==> src/design/tksd_pkg.sv <==
`timescale 1ns / 1ps
// ----------------------------------------------------------------------------
// tksd_pkg: terminal key decoder definitions
// Parse phases, key codes, byte constants and the '~' key lookup.
// ----------------------------------------------------------------------------
package tksd_pkg;

    // Parse phase, one-hot
    typedef enum logic [6:0] {
        PH_IDLE  = 7'b0000001,
        PH_ESC   = 7'b0000010,
        PH_CSI0  = 7'b0000100,
        PH_LINUX = 7'b0001000,
        PH_SS3   = 7'b0010000,
        PH_PARAM = 7'b0100000,
        PH_DRAIN = 7'b1000000
    } phase_t;

    // Key codes; F2..F12 follow F1 in order
    localparam logic [4:0] KC_CHAR    = 5'd0;
    localparam logic [4:0] KC_TAB     = 5'd1;
    localparam logic [4:0] KC_ENTER   = 5'd2;
    localparam logic [4:0] KC_BS      = 5'd3;
    localparam logic [4:0] KC_ESC     = 5'd4;
    localparam logic [4:0] KC_UP      = 5'd5;
    localparam logic [4:0] KC_DOWN    = 5'd6;
    localparam logic [4:0] KC_RIGHT   = 5'd7;
    localparam logic [4:0] KC_LEFT    = 5'd8;
    localparam logic [4:0] KC_HOME    = 5'd9;
    localparam logic [4:0] KC_END     = 5'd10;
    localparam logic [4:0] KC_BACKTAB = 5'd11;
    localparam logic [4:0] KC_INSERT  = 5'd12;
    localparam logic [4:0] KC_DELETE  = 5'd13;
    localparam logic [4:0] KC_PGUP    = 5'd14;
    localparam logic [4:0] KC_PGDN    = 5'd15;
    localparam logic [4:0] KC_F1      = 5'd16;

    // Byte values
    localparam logic [7:0] CH_TAB   = 8'h09;
    localparam logic [7:0] CH_LF    = 8'h0A;
    localparam logic [7:0] CH_CR    = 8'h0D;
    localparam logic [7:0] CH_ESC   = 8'h1B;
    localparam logic [7:0] CH_DEL   = 8'h7F;
    localparam logic [7:0] CH_0     = 8'h30;
    localparam logic [7:0] CH_9     = 8'h39;
    localparam logic [7:0] CH_SEMI  = 8'h3B;
    localparam logic [7:0] CH_A     = 8'h41;
    localparam logic [7:0] CH_B     = 8'h42;
    localparam logic [7:0] CH_C     = 8'h43;
    localparam logic [7:0] CH_D     = 8'h44;
    localparam logic [7:0] CH_E     = 8'h45;
    localparam logic [7:0] CH_F     = 8'h46;
    localparam logic [7:0] CH_H     = 8'h48;
    localparam logic [7:0] CH_O     = 8'h4F;
    localparam logic [7:0] CH_P     = 8'h50;
    localparam logic [7:0] CH_S     = 8'h53;
    localparam logic [7:0] CH_Z     = 8'h5A;
    localparam logic [7:0] CH_LBRK  = 8'h5B;
    localparam logic [7:0] CH_LA    = 8'h61;
    localparam logic [7:0] CH_LZ    = 8'h7A;
    localparam logic [7:0] CH_TILDE = 8'h7E;

    // Leading number limits
    localparam logic [6:0] NUM_MAX   = 7'd99;
    localparam logic [6:0] TILDE_MAX = 7'd24;

    // Decoded key with a found flag
    typedef struct packed {
        logic       hit;
        logic [4:0] code;
    } key_hit_t;

    // Map the leading number of a '~' sequence to a key
    function automatic key_hit_t tilde_lookup(input logic [4:0] num);
        key_hit_t k;
        k.hit  = 1'b1;
        k.code = KC_CHAR;
        case (num)
            5'd1:    k.code = KC_HOME;
            5'd2:    k.code = KC_INSERT;
            5'd3:    k.code = KC_DELETE;
            5'd4:    k.code = KC_END;
            5'd5:    k.code = KC_PGUP;
            5'd6:    k.code = KC_PGDN;
            5'd7:    k.code = KC_HOME;
            5'd8:    k.code = KC_END;
            5'd11:   k.code = KC_F1;
            5'd12:   k.code = KC_F1 + 5'd1;
            5'd13:   k.code = KC_F1 + 5'd2;
            5'd14:   k.code = KC_F1 + 5'd3;
            5'd15:   k.code = KC_F1 + 5'd4;
            5'd17:   k.code = KC_F1 + 5'd5;
            5'd18:   k.code = KC_F1 + 5'd6;
            5'd19:   k.code = KC_F1 + 5'd7;
            5'd20:   k.code = KC_F1 + 5'd8;
            5'd21:   k.code = KC_F1 + 5'd9;
            5'd23:   k.code = KC_F1 + 5'd10;
            5'd24:   k.code = KC_F1 + 5'd11;
            default: k.hit  = 1'b0;
        endcase
        return k;
    endfunction

endpackage

==> src/design/tksd_term_if.sv <==
`timescale 1ns / 1ps
// ----------------------------------------------------------------------------
// tksd_term_if: terminal event channel
// One transaction is a received byte or a wait-expired event.
// ----------------------------------------------------------------------------
interface tksd_term_if;
    logic       valid;
    logic       ready;
    logic       command;
    logic [7:0] data_byte;

    modport source (output valid, output command, output data_byte, input ready);
    modport sink   (input valid, input command, input data_byte, output ready);
endinterface

==> src/design/tksd_key_if.sv <==
`timescale 1ns / 1ps
// ----------------------------------------------------------------------------
// tksd_key_if: key event channel
// One transaction is a decoded key code with its character byte.
// ----------------------------------------------------------------------------
interface tksd_key_if;
    logic       valid;
    logic       ready;
    logic [4:0] key_code;
    logic [7:0] char_byte;

    modport source (output valid, output key_code, output char_byte, input ready);
    modport sink   (input valid, input key_code, input char_byte, output ready);
endinterface

==> src/design/terminal_key_sequence_decoder.sv <==
`timescale 1ns / 1ps
// ----------------------------------------------------------------------------
// terminal_key_sequence_decoder: terminal input to key events
// Parses plain bytes, ESC, SS3, Linux console and CSI sequences into keys.
//
//   channel | port | direction | payload
//   --------+------+-----------+---------------------------
//   events  | term | sink      | command, data_byte
//   keys    | key  | source    | key_code, char_byte
//
// One event is taken every cycle that term.ready is high; its key, if any,
// appears in the output register on the next cycle; parse state updates in
// the same cycle. term.ready drops only while a key waits in the output
// register and key.ready is low. Reset idles the parser and empties the output.
// ----------------------------------------------------------------------------
module terminal_key_sequence_decoder #(
    parameter int PARAM_LIMIT = 15
) (
    input  logic        clk,
    input  logic        rst_n,
    tksd_term_if.sink   term,
    tksd_key_if.source  key
);

    localparam int LEN_W = $clog2(PARAM_LIMIT + 1);

    tksd_pkg::phase_t phase_reg, phase_next;
    logic [LEN_W-1:0] len_reg, len_next, len_inc;
    logic [6:0]       num_reg, num_next, num_sat;
    logic [9:0]       num_prod;
    logic             closed_reg, closed_next;
    logic             out_valid_reg;
    logic [4:0]       code_reg;
    logic [7:0]       char_reg;

    logic             accept;
    logic             run_csi;
    logic [7:0]       b;
    logic             is_digit, is_semi, is_final;
    tksd_pkg::key_hit_t final_key;
    logic             hit;
    logic [4:0]       code;
    logic [7:0]       char_val;

    assign b          = term.data_byte;
    assign term.ready = !out_valid_reg || key.ready;
    assign accept     = term.valid && term.ready;

    // Classify the byte for the CSI parameter area
    always_comb
    begin
        is_digit = b inside {[tksd_pkg::CH_0:tksd_pkg::CH_9]};
        is_semi  = (b == tksd_pkg::CH_SEMI);
        is_final = (b inside {[tksd_pkg::CH_A:tksd_pkg::CH_Z],
                              [tksd_pkg::CH_LA:tksd_pkg::CH_LZ]})
                   || (b == tksd_pkg::CH_TILDE);
    end

    // Accumulate the leading number, saturating at the limit
    always_comb
    begin
        num_prod = {num_reg, 3'b000} + {2'b00, num_reg, 1'b0}
                   + {6'd0, 4'(b - tksd_pkg::CH_0)};
        num_sat  = (num_prod > 10'(tksd_pkg::NUM_MAX)) ? tksd_pkg::NUM_MAX
                                                        : num_prod[6:0];
        len_inc  = len_reg + 1'b1;
    end

    // Look up the key for a CSI final byte
    always_comb
    begin
        final_key.hit  = 1'b1;
        final_key.code = tksd_pkg::KC_CHAR;
        if (len_reg == '0)
        begin
            case (b)
                tksd_pkg::CH_A: final_key.code = tksd_pkg::KC_UP;
                tksd_pkg::CH_B: final_key.code = tksd_pkg::KC_DOWN;
                tksd_pkg::CH_C: final_key.code = tksd_pkg::KC_RIGHT;
                tksd_pkg::CH_D: final_key.code = tksd_pkg::KC_LEFT;
                tksd_pkg::CH_H: final_key.code = tksd_pkg::KC_HOME;
                tksd_pkg::CH_F: final_key.code = tksd_pkg::KC_END;
                tksd_pkg::CH_Z: final_key.code = tksd_pkg::KC_BACKTAB;
                default:        final_key.hit  = 1'b0;
            endcase
        end
        else if (b == tksd_pkg::CH_TILDE && num_reg <= tksd_pkg::TILDE_MAX)
        begin
            final_key = tksd_pkg::tilde_lookup(num_reg[4:0]);
        end
        else
        begin
            final_key.hit = 1'b0;
        end
    end

    // Advance the parser for one event
    always_comb
    begin
        phase_next  = phase_reg;
        len_next    = len_reg;
        num_next    = num_reg;
        closed_next = closed_reg;
        hit         = 1'b0;
        code        = tksd_pkg::KC_CHAR;
        char_val    = 8'd0;
        run_csi     = 1'b0;

        if (term.command)
        begin
            // Wait expired: a pending ESC prefix becomes the escape key
            phase_next = tksd_pkg::PH_IDLE;
            if (phase_reg == tksd_pkg::PH_ESC || phase_reg == tksd_pkg::PH_CSI0 ||
                phase_reg == tksd_pkg::PH_LINUX || phase_reg == tksd_pkg::PH_SS3)
            begin
                hit  = 1'b1;
                code = tksd_pkg::KC_ESC;
            end
        end
        else
        begin
            case (phase_reg)
                tksd_pkg::PH_ESC:
                begin
                    if (b == tksd_pkg::CH_LBRK)
                    begin
                        phase_next  = tksd_pkg::PH_CSI0;
                        len_next    = '0;
                        num_next    = 7'd0;
                        closed_next = 1'b0;
                    end
                    else if (b == tksd_pkg::CH_O)
                    begin
                        phase_next = tksd_pkg::PH_SS3;
                    end
                    else
                    begin
                        phase_next = tksd_pkg::PH_IDLE;
                        hit        = 1'b1;
                        code       = tksd_pkg::KC_ESC;
                    end
                end
                tksd_pkg::PH_CSI0:
                begin
                    if (b == tksd_pkg::CH_LBRK)
                        phase_next = tksd_pkg::PH_LINUX;
                    else
                        run_csi = 1'b1;
                end
                tksd_pkg::PH_PARAM:
                begin
                    run_csi = 1'b1;
                end
                tksd_pkg::PH_LINUX:
                begin
                    phase_next = tksd_pkg::PH_IDLE;
                    if (b inside {[tksd_pkg::CH_A:tksd_pkg::CH_E]})
                    begin
                        hit  = 1'b1;
                        code = tksd_pkg::KC_F1 + 5'(b - tksd_pkg::CH_A);
                    end
                end
                tksd_pkg::PH_SS3:
                begin
                    phase_next = tksd_pkg::PH_IDLE;
                    if (b inside {[tksd_pkg::CH_P:tksd_pkg::CH_S]})
                    begin
                        hit  = 1'b1;
                        code = tksd_pkg::KC_F1 + 5'(b - tksd_pkg::CH_P);
                    end
                end
                tksd_pkg::PH_DRAIN:
                begin
                    phase_next = tksd_pkg::PH_IDLE;
                end
                default:
                begin
                    // Idle, and any unused phase code
                    phase_next = tksd_pkg::PH_IDLE;
                    hit        = 1'b1;
                    if (b == tksd_pkg::CH_ESC)
                    begin
                        phase_next = tksd_pkg::PH_ESC;
                        hit        = 1'b0;
                    end
                    else if (b == tksd_pkg::CH_TAB)
                    begin
                        code     = tksd_pkg::KC_TAB;
                        char_val = b;
                    end
                    else if (b == tksd_pkg::CH_CR || b == tksd_pkg::CH_LF)
                    begin
                        code     = tksd_pkg::KC_ENTER;
                        char_val = tksd_pkg::CH_CR;
                    end
                    else if (b == tksd_pkg::CH_DEL)
                    begin
                        code     = tksd_pkg::KC_BS;
                        char_val = tksd_pkg::CH_DEL;
                    end
                    else
                    begin
                        code     = tksd_pkg::KC_CHAR;
                        char_val = b;
                    end
                end
            endcase

            // Take one byte of the CSI parameter area
            if (run_csi)
            begin
                if (is_digit || is_semi)
                begin
                    if (is_semi)
                        closed_next = 1'b1;
                    else if (!closed_reg)
                        num_next = num_sat;
                    len_next   = len_inc;
                    phase_next = (len_inc >= LEN_W'(PARAM_LIMIT)) ? tksd_pkg::PH_DRAIN
                                                                   : tksd_pkg::PH_PARAM;
                end
                else if (is_final)
                begin
                    phase_next = tksd_pkg::PH_IDLE;
                    hit        = final_key.hit;
                    code       = final_key.code;
                end
                else
                begin
                    phase_next = tksd_pkg::PH_PARAM;
                end
            end
        end
    end

    // Hold parse state; update on each accepted transaction
    always_ff @(posedge clk or negedge rst_n)
    begin
        if (!rst_n)
        begin
            phase_reg  <= tksd_pkg::PH_IDLE;
            len_reg    <= '0;
            num_reg    <= 7'd0;
            closed_reg <= 1'b0;
        end
        else if (accept)
        begin
            phase_reg  <= phase_next;
            len_reg    <= len_next;
            num_reg    <= num_next;
            closed_reg <= closed_next;
        end
    end

    // Output register: load a key, drop it once taken
    always_ff @(posedge clk or negedge rst_n)
    begin
        if (!rst_n)
            out_valid_reg <= 1'b0;
        else if (accept)
            out_valid_reg <= hit;
        else if (key.ready)
            out_valid_reg <= 1'b0;
    end

    always_ff @(posedge clk)
    begin
        if (accept && hit)
        begin
            code_reg <= code;
            char_reg <= char_val;
        end
    end

    assign key.valid     = out_valid_reg;
    assign key.key_code  = code_reg;
    assign key.char_byte = char_reg;

endmodule
==> src/flat_wrapper.sv <==
// flat-port wrapper written by rule: the top's interface ports become plain ports
module terminal_key_sequence_decoder_flat 
#(
    parameter int PARAM_LIMIT = 15
)
  (clk, rst_n, term_valid, term_command, term_data_byte, term_ready, key_valid, key_key_code, key_char_byte, key_ready);
  tksd_term_if term_i ();
  tksd_key_if key_i ();
  input  logic clk;
  input  logic rst_n;
  input wire logic [$bits(term_i.valid)-1:0] term_valid;
  input wire logic [$bits(term_i.command)-1:0] term_command;
  input wire logic [$bits(term_i.data_byte)-1:0] term_data_byte;
  output wire logic [$bits(term_i.ready)-1:0] term_ready;
  output wire logic [$bits(key_i.valid)-1:0] key_valid;
  output wire logic [$bits(key_i.key_code)-1:0] key_key_code;
  output wire logic [$bits(key_i.char_byte)-1:0] key_char_byte;
  input wire logic [$bits(key_i.ready)-1:0] key_ready;
  assign term_i.valid = term_valid;
  assign term_i.command = term_command;
  assign term_i.data_byte = term_data_byte;
  assign term_ready = term_i.ready;
  assign key_valid = key_i.valid;
  assign key_key_code = key_i.key_code;
  assign key_char_byte = key_i.char_byte;
  assign key_i.ready = key_ready;
  terminal_key_sequence_decoder #(.PARAM_LIMIT(PARAM_LIMIT)) u_core (.clk(clk), .rst_n(rst_n), .term(term_i), .key(key_i));
endmodule
==> config.mk <==
export PLATFORM = sky130hd
export DESIGN_NAME = terminal_key_sequence_decoder_flat
export DESIGN_NICKNAME = d
export VERILOG_FILES = /design/src/design/tksd_pkg.sv /design/src/design/tksd_term_if.sv /design/src/design/tksd_key_if.sv /design/src/design/terminal_key_sequence_decoder.sv /design/src/flat_wrapper.sv
export SDC_FILE = /design/constraint.sdc
export NUM_CORES = 1
export LEC_CHECK = 0
export ABC_CLOCK_PERIOD_IN_PS = 2750
export BUFFER_PORTS_ARGS = -buffer_cell sky130_fd_sc_hd__clkbuf_2
export CAP_MARGIN = 0
export CORE_ASPECT_RATIO = 1.25
export CORE_UTILIZATION = 25
export CTS_CLUSTER_SIZE = 10
export DETAILED_ROUTE_END_ITERATION = 16
export PLACE_DENSITY = 0.45
export SETUP_SLACK_MARGIN = 0.5
export SYNTH_ARGS = -nofsm -noshare
export SYNTH_HDL_FRONTEND = slang
export SYNTH_SLANG_ARGS = --single-unit
==> constraint.sdc <==
create_clock -name clk -period 2.75 [get_ports clk]
set_input_delay 0.1375 -clock clk [delete_from_list [all_inputs] [get_ports clk]]
set_output_delay 0.1375 -clock clk [all_outputs]
set_load 0.1 [all_outputs]
# After elaboration in Yosys (flattened, before gate mapping)
# Index checks and enable logic that the tools add are counted.
# totals
reg_bits	33
in_bits	13
output_inout_bits	15
elab_cells	166
# op_classes
add_sub_neg	8
n_lt_le_gt_ge	12
n_eq_ne	44
n_mux	66
n_bitwise	1
reduce_logical	28
# ops
operator	count
7-bit 2-to-1 mux	13
5-bit case mux with 18 select lines	1
8-bit by 7-bit equality test with 1-bit output (second input constant)	11
5-bit 2-to-1 mux	12
5-bit equality test (second input constant)	7
8-bit by 7-bit less-or-equal comparator with 1-bit output (second input constant)	4
5-bit by 4-bit equality test with 1-bit output (second input constant)	6
4-bit case mux with 7 select lines	1
7-bit case mux with 4 select lines	1
8-bit by 4-bit equality test with 1-bit output (second input constant)	3
8-bit by 7-bit greater-or-equal comparator with 1-bit output (second input constant)	3
8-bit 2-to-1 mux	3
1-bit 2-to-1 mux	22
5-bit by 3-bit equality test with 1-bit output (second input constant)	4
5-bit case mux with 4 select lines	1
20-bit OR reduction	1
4-bit 2-to-1 mux	4
6-bit 2-to-1 mux	2
10-bit by 4-bit adder with 10-bit output	1
10-bit by 8-bit adder with 10-bit output	1
5-bit adder (first input constant)	2
5-bit by 2-bit equality test with 1-bit output (second input constant)	2
10-bit by 7-bit greater-than comparator with 1-bit output (second input constant)	1
8-bit by 5-bit equality test with 1-bit output (second input constant)	1
34 further kinds	52

# Logic depth before layout (Yosys ltp)
# Gate-level depths: netlist of run 1.
# depth
depth_word	10
depth_mapped	11
mapped_depth_nobuf	10

# Worst setup path after synthesis of run 1
# No wires, ideal clock.
# synth_path
kind	register to register
start	register u_core.out_valid_reg (netlist: u_core.key.valid)
end	register u_core.char_reg[0] (netlist: u_core.key.char_byte[0]), enable pin
setup_time_ps	340
arrival_ps	2760
required_time_ps	2410
slack_ps	-350
path_stages_with_launch	7
path_buffers	1
period_less_slack_ps	3100
cell_sequence	dfrtp_1 -> nand2b_1 -> nand2_1 -> clkbuf_1 -> a21oi_1 -> o31ai_1 -> nand2_1
# synth_between
elab_chain_cells	4
# synth_rtl
item	line_no	text
start, declared	terminal_key_sequence_decoder.sv:32	logic out_valid_reg;
start signal, assigned	terminal_key_sequence_decoder.sv:261	out_valid_reg <= hit;
1-bit zero test	terminal_key_sequence_decoder.sv:46	assign term.ready = !out_valid_reg || key.ready;
1-bit logical OR	terminal_key_sequence_decoder.sv:46	
net term_ready	flat_wrapper.sv:14	output wire logic [$bits(term_i.ready)-1:0] term_ready;
1-bit logical AND	terminal_key_sequence_decoder.sv:47	assign accept = term.valid && term.ready;
1-bit logical AND	terminal_key_sequence_decoder.sv:268	if (accept && hit)
end signal, assigned	terminal_key_sequence_decoder.sv:271	char_reg <= char_val;
end, declared	terminal_key_sequence_decoder.sv:34	logic [7:0] char_reg;
# The timed path passes the listed nets, and every way through them passes these cells.
# A chain may end at the register's enable or synchronous reset.

# Final worst setup path of run 1
# layout_path
start	register u_core.num_reg[2]
end	register u_core.num_reg[6]
# layout_between
elab_chain_cells	8
# layout_rtl
item	line_no	text
start, declared	terminal_key_sequence_decoder.sv:29	logic [6:0] num_reg, num_next, num_sat;
start signal, assigned	terminal_key_sequence_decoder.sv:250	num_reg <= num_next;
10-bit by 8-bit adder with 10-bit output *	terminal_key_sequence_decoder.sv:62	num_prod = {num_reg, 3'b000} + {2'b00, num_reg, 1'b0}
10-bit by 4-bit adder with 10-bit output *	terminal_key_sequence_decoder.sv:63	+ {6'd0, 4'(b - tksd_pkg::CH_0)};
10-bit by 7-bit greater-than comparator with 1-bit output	terminal_key_sequence_decoder.sv:64	num_sat = (num_prod > 10'(tksd_pkg::NUM_MAX)) ? tksd_pkg::NUM_MAX
7-bit 2-to-1 mux *	terminal_key_sequence_decoder.sv:64	
7-bit 2-to-1 mux *	terminal_key_sequence_decoder.sv:216	else if (!closed_reg)
7-bit 2-to-1 mux *	terminal_key_sequence_decoder.sv:214	if (is_semi)
7-bit 2-to-1 mux *	terminal_key_sequence_decoder.sv:212	if (is_digit || is_semi)
7-bit 2-to-1 mux *	terminal_key_sequence_decoder.sv:210	if (run_csi)
# Every way passes the cells marked *; elsewhere a longest branch is shown, timed or not.

==> reports/results.txt, run 1 <==
The Yosys warning count came out at 0. Top routing layer in use: met4. The tools report the standard cell core area as 12200 sq um. The worst-case IR drop observed on VDD is 209 uV. The average instance area after synthesis came out at 8.62 sq um. The post-synth net total came out at 401. After routing the design area is 3990 sq um. Measured against the total synthesized area, the mux share comes to 1.27%. The library cells used most frequently in the layout, excluding fill and tap cells, are buf_4, nand2_1, clkbuf_2, nor2_1, a21oi_1.

For this design the top-level I/O count stands at 28. After synthesis the netlist holds a flip-flop and latch count of 33. The wire length of the first global-routing pass was 15500 um. After detailed routing, the wire length on met1 is 4090 um.

CTS placed an instance of clkbuf_16 at the clock tree root. Setup violations remaining at the end of the flow were counted as 0. Across the run, the number of max-cap violations was 0.

Combinational family with the most area after synthesis: simple AND/OR/NAND/NOR gates. The x dimension of the die was 102 um. Count of filler cells inserted in the layout: 1266. For the combined global-route utilization of all metal layers, the log shows 15.3%. In this run, placement finished with an instance count of 560. For this run, the post-layout net count is 449. The global-route congestion overflow total is 0, and the share of final-layout standard cells stronger than drive strength 1 is 27.3%. In this run the worst setup path begins at u_core.num_reg[2]. The global placer's final weighted congestion is 0.864, and the post-synthesis compound-gate area fraction is 26.2%. The count of flip-flops with a built-in enable after synthesis was 13; the synthesized netlist cell count was 365.

After layout, the design draws a total of 1.33 mW. The slew of the pin with the lowest slew margin was 0.598 ns; the arrival time of the worst setup path was 2.84 ns. In the synthesized netlist the dominant register cell turns out to be dfrtp_1. Dividing the detail-routed wire length by the instance count gives 16.6 um. The tools report the number of rows created at floorplan as 45. The detailed router finished its first iteration with 139 violations. The analysis attributes to cell leakage a power of 1.64 nW. The tools report the number of buffers inserted during clock tree synthesis as 5.

In this run the critical register-to-register path is captured at u_core.num_reg[6]. Registers are responsible for 39.7% of the overall power. In this run the tightest slew margin relative to its limit is 59.8%. The run gives 2 as the clock tree buffer depth. The tightest min-delay check is of the input pin to flip-flop type. Cell internal power was estimated by the tool at 0.931 mW.

The die covers 13000 sq um. The final layout contains routed wiring with a total length of 9600 um. The ratio of final minimum period to clock period was 97.1%. The tools report the number of levels the H-tree was split into as 2. The worst setup path is captured at a flip-flop. The sequential element share of the synthesized area came out at 28.3%. Counting flops with an async set or reset pin after synthesis yields a share of 60.6%. The critical-path maximum fanout was 3. Summing the areas of all xor and xnor instances in the mapped netlist gives 1.95% of the synthesized area. The logs give 896 sq um for the combined flip-flop and latch cell area and 0 for the number of inserted diodes.

Detailed routing inserted a total of 3043 vias. The worst setup path is of the flip-flop to flip-flop kind. The switching part of the total power is 30.1%, and the count of port buffers added during placement is 27.

The detailed-placement wirelength estimate came out at 7260 um. The run finished with clean final reports. The run gives 578 as the number of standard cells in the final layout excluding fillers. Detailed routing placed a total of 373 um of wire on met3. For this design, the sink count on the clock tree is 33. The number of DRC violations after detailed routing is 0, and the initial antenna violation count is 0.

In this run the register-to-register setup slack is 0.08 ns. The critical path ends at u_core.num_reg[6]. The worst setup path is launched from a flip-flop.

The tools report the post-route clock skew as 0.00766 ns. Hold is met by 0.154 ns. The maximum clock frequency was 0.374 GHz; the via density per instance was 5.26. The logic gate share of total power was 19.6%; the data required time of the critical path was 2.92 ns.

The placement-stage cell area came out at 3630 sq um. The most common library cell in the layout ignoring fill and taps is buf_4. The number of failing hold endpoints at the final stage came out at 0. The first detailed-routing pass took 4 iterations.

From synthesis to final layout, the design area changed by 26.7%. The startpoint identified for the worst register-to-register timing path is u_core.num_reg[2]. The final antenna-violating net count was 0. The synthesized netlist devotes 9.62% of its cell area to adder and majority cells.

Setup repair after global routing could not meet its margin everywhere. The simple-gate portion of the synthesized area is 27.1%, and the routed length on met2 is 4900 um. Summing all multi-input logic gate instances after layout gives 2220 sq um.

The relative contribution of the clock network to total power is 40.8%, and the total standard cell area after synthesis is 3150 sq um. Summed over all nets, the switching power comes to 0.401 mW. The largest net degree at the start of global routing was 21; the overall die height was 127 um. After clock tree synthesis, the clock-pin slew on the worst setup and hold paths is 0.05 ns. The number of flip-flops under the largest register name was 8. The depth of the worst register-to-register path works out to 10. The run gives 2999 as the via count of the first global-routing pass. For this design the ratio of total power to cell area is 334 nW/um^2.

The final-report max-slew violation count was 0; the minimum period implied by the final worst setup slack was 2.67 ns. The clock reaches the later pin of the worst-skew pair after 0.28 ns. Count of unique library cells instantiated by Yosys: 81. TritonCTS built the clock tree.

The initial utilization of the core area, before any placement, comes to 25.8%.
-- final cells by class --
class	count	area share [%]
flip-flops and latches	33	22.5
clock buffers	5	3.14
well taps	164	5.15
multi-input cells	292	55.7
repair buffers	63	11.4
inverters	18	1.79
clock inverters	3	0.408
-- cell usage after synthesis (8+ instances only) --
library cell   n  area share, %
dfrtp_1       19             15
o21ai_0       12            1.9
nor2_1        24            2.9
a21oi_1       21            3.3
edfxtp_1      13             12
inv_1         17            2.0
nor3_1        16            2.5
ha_1          21            8.3
nand2b_1       8            1.6
nand3_1       12            1.9
nand2_1       28            3.3
clkbuf_1      17            2.0
nor2b_1       12            2.4
-- repair_timing --
| item | in CTS | in global routing |
|---|---|---|
| gates resized for setup | 10 | 19 |
| hold endpoints to repair | 19 | 0 |
| hold buffers | 1 | 0 |
| endpoints found under the setup margin | 20 | 23 |
| setup buffers | 4 | 4 |
| cloned | 0 | 1 |
| pin swaps | 10 | 3 |
-- worst min-delay path by stage --
stage / end / depth (start not counted) / slack (ns) / startpoint
2_1_floorplan: u_core.closed_reg / 0 / -0.16 / rst_n
3_3_place_gp: u_core.phase_reg[4] / 1 / 0.16 / rst_n
3_5_place_dp: u_core.key.valid / 1 / 0.16 / rst_n
4_1_cts: u_core.key.valid / 3 / 0.16 / key_ready
5_1_grt: u_core.key.valid / 3 / 0.17 / key_ready
6_report: u_core.key.valid / 3 / 0.15 / key_ready
-- per-stage QoR --
stage | TNS, ns | setup WS [ns] | util, %
6_report | 0 | 0.0796 | 32.6
5_1_grt | -0.0490 | -0.0173 | 32.6
4_1_cts | 0 | 0.0533 | 31.5
3_5_place_dp | 0 | 0.0523 | 29.7
3_3_place_gp | 0 | 0.0639 | 29.7
2_1_floorplan | 0 | 0.00706 | -
-- power by group through the flow --
stage	Clock, mW	Combinational [mW]	Sequential, mW
after detailed placement	0	0.246	0.537
after global placement	0	0.246	0.537
after global routing	0.582	0.281	0.529
after floorplan	0	0.104	0.608
final	0.543	0.261	0.528
after CTS	0.560	0.251	0.528
-- cell families (layout without fill, tap and decap cells) --
logic type,count (synthesis),count (layout)
buffers and inverters,40,89
XOR/XNOR,7,7
multiplexers,4,4
AND/OR/NAND/NOR,148,148
AO/OA/AOI/OAI,110,110
adder cells (fa/ha/maj),23,23
flip-flops,33,33
-- critical path, cell delays in order, from the launching register on --
cell and delay (ns):
dfrtp_1 0.40, inv_4 0.04, fa_2 0.56, inv_2 0.05, ha_4 0.25, a21o_1 0.11, nand4_1 0.15, a21boi_1 0.21
o21ai_2 0.09, a2111o_1 0.41, o31a_1 0.28
-- layer usage --
| layer | vias to the layer above | global-route usage (%) |
|---|---|---|
| met5 | - | 0 |
| met4 | 0 | 5.97 |
| met3 | 18 | 2.41 |
| met2 | 83 | 26.8 |
| met1 | 1453 | 18.3 |
| li1 | 1489 | - |
No activity file was read; power rests on OpenSTA's default activity.
==> run 2: changes to the inputs <==
Settings changed: BUFFER_PORTS_ARGS -buffer_cell sky130_fd_sc_hd__clkbuf_2 to -buffer_cell sky130_fd_sc_hd__buf_2.
==> reports/results.txt, run 2 (synthesized netlist as in run 1, its figures left out) <==
The tools report the final antenna-violating net count as 0. The register-to-register setup slack came out at 0.04 ns. The launching element of the worst setup path was u_core.num_reg[2]. The final-report max-slew violation count is 0.

The via count of the first global-routing pass was 3062. For the worst setup path, the data required time is 2.91 ns. STA classifies the critical path startpoint as a flip-flop. The depth of the worst register-to-register path was 9.

The via density per instance came out at 5.26. Setup repair after global routing could not meet its margin everywhere. X dimension of the die: 102 um. The logs give 9850 um for the total wire length and 0 for the number of inserted diodes. After detailed routing, the average wire length per cell comes to 16.6 um. In this run the count of I/O pins placed on the die edge is 28.

For this run, the post-layout net count is 463. The number of failing hold endpoints at the final stage came out at 0. The global placer's final weighted congestion is 0.858, and the largest net degree at the start of global routing is 21. The library cells used most frequently in the layout, excluding fill and tap cells, are buf_4, nand2_1, buf_2, nor2_1.

For this run, the top clock speed supported by timing is 0.369 GHz. The starting density of the core is 25.8%, and the number of buffers and inverters on the critical path is 1. Setup violations remaining at the end of the flow were counted as 0. The global-route congestion overflow total was 0. The cell family contributing the most delay on the critical path was compound AO/OA/AOI/OAI gates.

The run finished with clean final reports. The run gives 3113 as the vias after detailed routing. The worst hold slack is 0.153 ns. The clock sink count came out at 33. Dividing total power by cell area gives a power density of 324 nW/um^2. The worst register-to-register path begins at u_core.num_reg[2].

The layout overhead on the synthesized area is 30.5%, and the standard cell core area is 12200 sq um. In this run, CTS created clock tree buffers numbering 5. The analysis attributes to cell leakage a power of 1.72 nW. For this block, the initial DRC count from the detailed router was 132. The run gives 558 as the cell count after placement. The logs give 55.4% for the relative slew slack and 15500 um for the wire length of the first global-routing pass. For the pin with the worst max-slew slack, the measured transition is 0.667 ns. The ratio of final minimum period to clock period works out to 98.5%. The die covers 13000 sq um.

The largest incremental delay on the critical path is 0.55 ns. The setup path with the least slack is of type flip-flop to flip-flop. Most common library cell in the layout ignoring fill and taps: buf_4. The cell depth of the worst setup path is 9.

The kind of end point of the critical path was a flip-flop. For the final routed database, the setup TNS stands at 0 ns. The first detailed-routing pass ran for 4 iterations. Following the worst setup path forward leads to its endpoint at u_core.num_reg[6]. VDD sags by at most 239 uV.

Cells with a size suffix above 1 make up 30.4% of the layout. The clock arrives with 0.0169 ns of skew. The critical-path maximum fanout is 3, and the clock tree buffer depth is 2.

The clock latency at the later pin of the worst-skew pair came out at 0.29 ns. The count of port buffers added during placement was 27. For the number of DRC violations after detailed routing, the log shows 0.

For this design, the slowest cell found on the critical path is fa_2. The run gives 0 as the initial antenna violation count. In the global route stage, overall resource usage came out at 15.2%. Walking the worst path, the cells encountered are inv_4, fa_2, fa_2, nor2b_2, o31a_1, or2_1, and2_4, a2111o_1, o31a_1. TritonCTS built the clock tree. The tree is rooted in a clkbuf_16. After clock tree synthesis, the clock-pin slew on the worst setup and hold paths is 0.05 ns. CTS built an H-tree with a depth of 2.

Detailed-placement wirelength estimate: 7330 um. The number of rows created at floorplan came out at 45. For the worst setup path, the data arrival time is 2.87 ns. The minimum period implied by the final worst setup slack is 2.71 ns, and the number of flip-flops under the largest register name is 8. The number of standard cells in the final layout excluding fillers is 592.

The tools report the end of the worst register-to-register path as u_core.num_reg[6]. The path class of the lowest-slack min-delay path was input pin to flip-flop. In this run the vertical extent of the chip is 127 um. The tool flagged a number of max-cap violations equal to 0.
## run 2: cell types whose count changed in the layout (fill, tap and decap cells not counted), sizes merged
| cell | change |
|---|---|
| inv | -1 |
| buf | +41 |
| clkbuf | -26 |
## run 2: what timing repair did
item / 4_1_cts / 5_1_grt
gates cloned: 0 / 1
resized for setup: 12 / 21
endpoints found under the hold margin: 19 / 0
pin swaps: 14 / 3
endpoints found under the setup margin: 20 / 27
setup buffers: 19 / 5
hold buffers: 1 / 0
## run 2: area by class of cell
cell class,instances,area [sq um]
Sequential cell,33,895
Multi-Input combinational cell,292,2240
Timing Repair Buffer,77,554
Clock inverter,2,10.0
Fill cell,1269,8110
Tap cell,164,205
Inverter,18,71.3
Clock buffer,6,129
## run 2: worst min path at each step
stage	slack, ns	to	startpoint	cells past startpoint
floorplan	-0.16	u_core.closed_reg	rst_n	0
global placement	0.14	u_core.phase_reg[4]	rst_n	1
detailed placement	0.13	u_core.phase_reg[4]	rst_n	1
CTS	0.15	u_core.key.valid	key_ready	3
global route	0.17	u_core.key.valid	key_ready	3
finish	0.15	u_core.key.valid	key_ready	3
## run 2: layer usage
| layer | track usage, % | part of all wire, % | vias up |
|---|---|---|---|
| met2 | 26.8 | 50 | 77 |
| met4 | 5.71 | 2.3 | 0 |
| met3 | 2.74 | 2.9 | 20 |
| met5 | 0 | 0 | - |
| met1 | 18.1 | 44 | 1503 |
| li1 | - | - | 1513 |
## run 2: tightest hold or removal path: stages
cell,delay (ns)
buf_2,0.08
nand2b_4,0.11
nand3_1,0.06
## run 2: metrics by stage
step	area, sq um	setup WS (ns)	power [mW]	util (%)
2_1_floorplan	3200	0.00706	0.712	-
3_3_place_gp	3610	0.0640	0.783	29.6
3_5_place_dp	3610	0.0112	0.783	29.6
4_1_cts	3960	0.0470	1.33	32.4
5_1_grt	4110	-0.0332	1.38	33.6
6_report	4110	0.0419	1.33	33.6
## run 2: power by group
| part | switching (mW) | leakage [nW] | internal, mW |
|---|---|---|---|
| Combinational | 0.185 | 1.27 | 0.0730 |
| Sequential | 0.00314 | 0.385 | 0.524 |
| Clock | 0.211 | 0.0706 | 0.332 |
==> run 3: changes to the inputs <==
Settings changed: ABC_CLOCK_PERIOD_IN_PS 2750 to 3300, CORE_UTILIZATION 25 to 50, PLACE_DENSITY 0.45 to 0.73, REMOVE_ABC_BUFFERS set to 1.
Clock period 2.75 ns to 3.3 ns, I/O delays scaled along.
==> reports/results.txt, run 3 (synthesized netlist as in run 1, its figures left out) <==
Power spread over the standard cell area amounts to 267 nW/um^2. Global routing finished with a remaining overflow of 0. The register with the most flip-flops in the layout has 8 of them. The repair_antennas step left the layout with diodes totalling 0.

The worst supply voltage drop on vdd was 128 uV; the register-to-register setup slack was 0.57 ns. The clock tree buffer depth is 2, and the minimum period implied by the final worst setup slack is 2.73 ns. Category of the critical setup timing path: flip-flop to flip-flop. The cell family contributing the most delay on the critical path is compound AO/OA/AOI/OAI gates. For the setup TNS, the log shows 0 ns. The run gives 2.91 ns as the arrival time of the worst setup path. The tools report the count of filler cells inserted in the layout as 551. The floorplan step set the die width to 73.0 um.

The most common library cell in the layout ignoring fill and taps is nand2_1. The signal on the critical path passes through inv_2, fa_1, inv_1, ha_1, nor2b_2, o31a_1, or2_0, and2_1, a2111o_1, o31a_1. The met1 capacity usage during global routing was 33.7%; the share of final-layout standard cells stronger than drive strength 1 was 16.2%. The run gives 25.8% as the combined global-route utilization of all metal layers.

Hold-critical path depth: 3. The reported max-cap violation count came out at 0. At the worst endpoint, the required time is 3.47 ns. The final-report max-slew violation count was 0. Setup repair after global routing could not meet its margin everywhere.

Entering global routing, the biggest net connects 21 pins. The tools report the total leakage power as 1.46 nW. Across the routed clock network, the largest skew measured is 0.00312 ns. The startpoint of the worst-slack reg-to-reg timing path was u_core.num_reg[0].

The relative slew slack was 63.4%. Dividing the detail-routed via count by the number of cells gives 6.32. Timing would allow up to 0.366 GHz.

met2 is the most crowded layer. The violation count after the first detailed-routing iteration is 259, and the post-layout total power is 0.927 mW. Clock-pin slew was measured on the worst setup and hold paths at 0.07 ns. Global routing used 42.7% of the available met2 tracks. The initial utilization of the core area, before any placement, comes to 53.0%. For this run, design rule violations remaining after detail routing come to 0. TritonCTS built the clock tree. The path class of the lowest-slack min-delay path is input pin to flip-flop. The largest incremental delay on the critical path was 0.41 ns; the met3 layer usage reported by global route was 3.57%. The detailed-placement wirelength estimate is 5960 um, and the clock sink count is 33. The largest individual stage delay along the critical path comes from the cell fa_1. The end of the worst register-to-register path was u_core.num_reg[6].

STA classifies the critical path endpoint as a flip-flop. The flow ran to the end, and the final reports show no timing, DRC or antenna violations. Input and output buffers added on the ports amount to 27. The overall die height was 90.7 um; the number of failing hold endpoints at the final stage was 0. In the layout the commonest cells are nand2_1, buf_2, nor2_1, ha_1, a21oi_1.

In this run the most critical hold path is launched from key_ready. Along the worst path, the maximum fanout reaches 4. The die covers 6620 sq um.

In this run, CTS created clock tree buffers numbering 5. Across all layers, the routed design uses 2976 vias. The tools report the clock root buffer master as clkbuf_8.

After floorplanning, the core was sized to cover 5930 sq um. The via count of the first global-routing pass is 2815. The final setup violation count is 0, and the number of levels the H-tree was split into is 2. The first TritonRoute pass finished after 5 iterations.

The final layout contains routed wiring with a total length of 7930 um. The first global-routing pass estimated 13500 um of wire. The net count reported at finish is 424. The number of buffers and inverters on the critical path is 2.

The initial antenna violation count was 0. 28 I/O pins were placed. For the pin with the worst max-slew slack, the measured transition is 0.546 ns.

The worst hold path terminates at u_core.key.valid. Counting stages on the worst path, the most repeated cell is o31a_1. Number of rows created at floorplan: 31. Clock latency at the later pin of the worst-skew pair: 0.28 ns. Counting cells, the worst reg-to-reg path comes to 10. Per-cell routed wire length: 16.8 um. The congestion estimate from routability-driven global placement came to 0.952. The ratio of final minimum period to clock period was 82.8%; the final antenna-violating net count was 0. The tools report the sort of element at the start of the critical path as a flip-flop. The area growth from synthesis to layout is 10.4%.
[run 3: timing repair]
item                       4_1_cts  5_1_grt
hold endpoints to repair        19        0
setup endpoints to repair        0        7
hold buffers                     1        0
buffers inserted                 0        1
gates resized for setup          0        8
[run 3: final cells by class]
class	count	area, sq um	share of cell area [%]
multi-input cells	292	2110	60.7
flip-flops and latches	33	892	25.7
repair buffers	38	220	6.34
well taps	82	103	2.95
clock buffers	6	72.6	2.09
inverters	18	67.6	1.94
clock inverters	2	10.0	0.288
[run 3: worst max-delay path by stage]
stage / startpoint / endpoint / cells after the start
2_1_floorplan: u_core.key.valid / u_core.num_reg[6] / 5
3_3_place_gp: term_data_byte[0] / u_core.key.key_code[1] / 8
3_5_place_dp: u_core.num_reg[0] / u_core.num_reg[0] / 9
4_1_cts: u_core.num_reg[0] / u_core.num_reg[0] / 9
5_1_grt: u_core.num_reg[0] / u_core.num_reg[2] / 10
6_report: u_core.num_reg[0] / u_core.num_reg[6] / 10
[run 3: worst reg2reg max path: cells and delay by family (launching register included)]
| kind | cells | cell delay, ns |
|---|---|---|
| DFF | 1 | 0.36 |
| adders and majority gates | 2 | 0.67 |
| buffers and inverters | 2 | 0.12 |
| AOI/OAI and AO/OA | 3 | 0.92 |
| and+or+nand+nor | 3 | 0.53 |
[run 3: stage by stage]
| step | utilization, % | hold WS [ns] | instance area (sq um) | worst slack [ns] | instances |
|---|---|---|---|---|---|
| floorplan | - | -0.131 | 3040 | 0.0588 | 343 |
| global placement | 56.4 | 0.134 | 3350 | 0.532 | 461 |
| detailed placement | 56.4 | 0.145 | 3350 | 0.525 | 461 |
| CTS | 58.0 | 0.195 | 3440 | 0.518 | 470 |
| global route | 58.6 | 0.255 | 3480 | 0.418 | 471 |
| finish | 58.6 | 0.213 | 3480 | 0.567 | 471 |
[run 3: report_power, final]
part | switching (mW) | internal [mW] | leakage, nW
Combinational | 0.146 | 0.0459 | 1.03
Clock | 0.150 | 0.146 | 0.0450
Sequential | 0.00209 | 0.436 | 0.388
[run 3: metal layers]
| layer | wire (um) | part of all wire (%) |
|---|---|---|
| met1 | 3490 | 44 |
| met2 | 3890 | 49 |
| met3 | 375 | 4.7 |
| met4 | 172 | 2.2 |
| met5 | 0 | 0 |
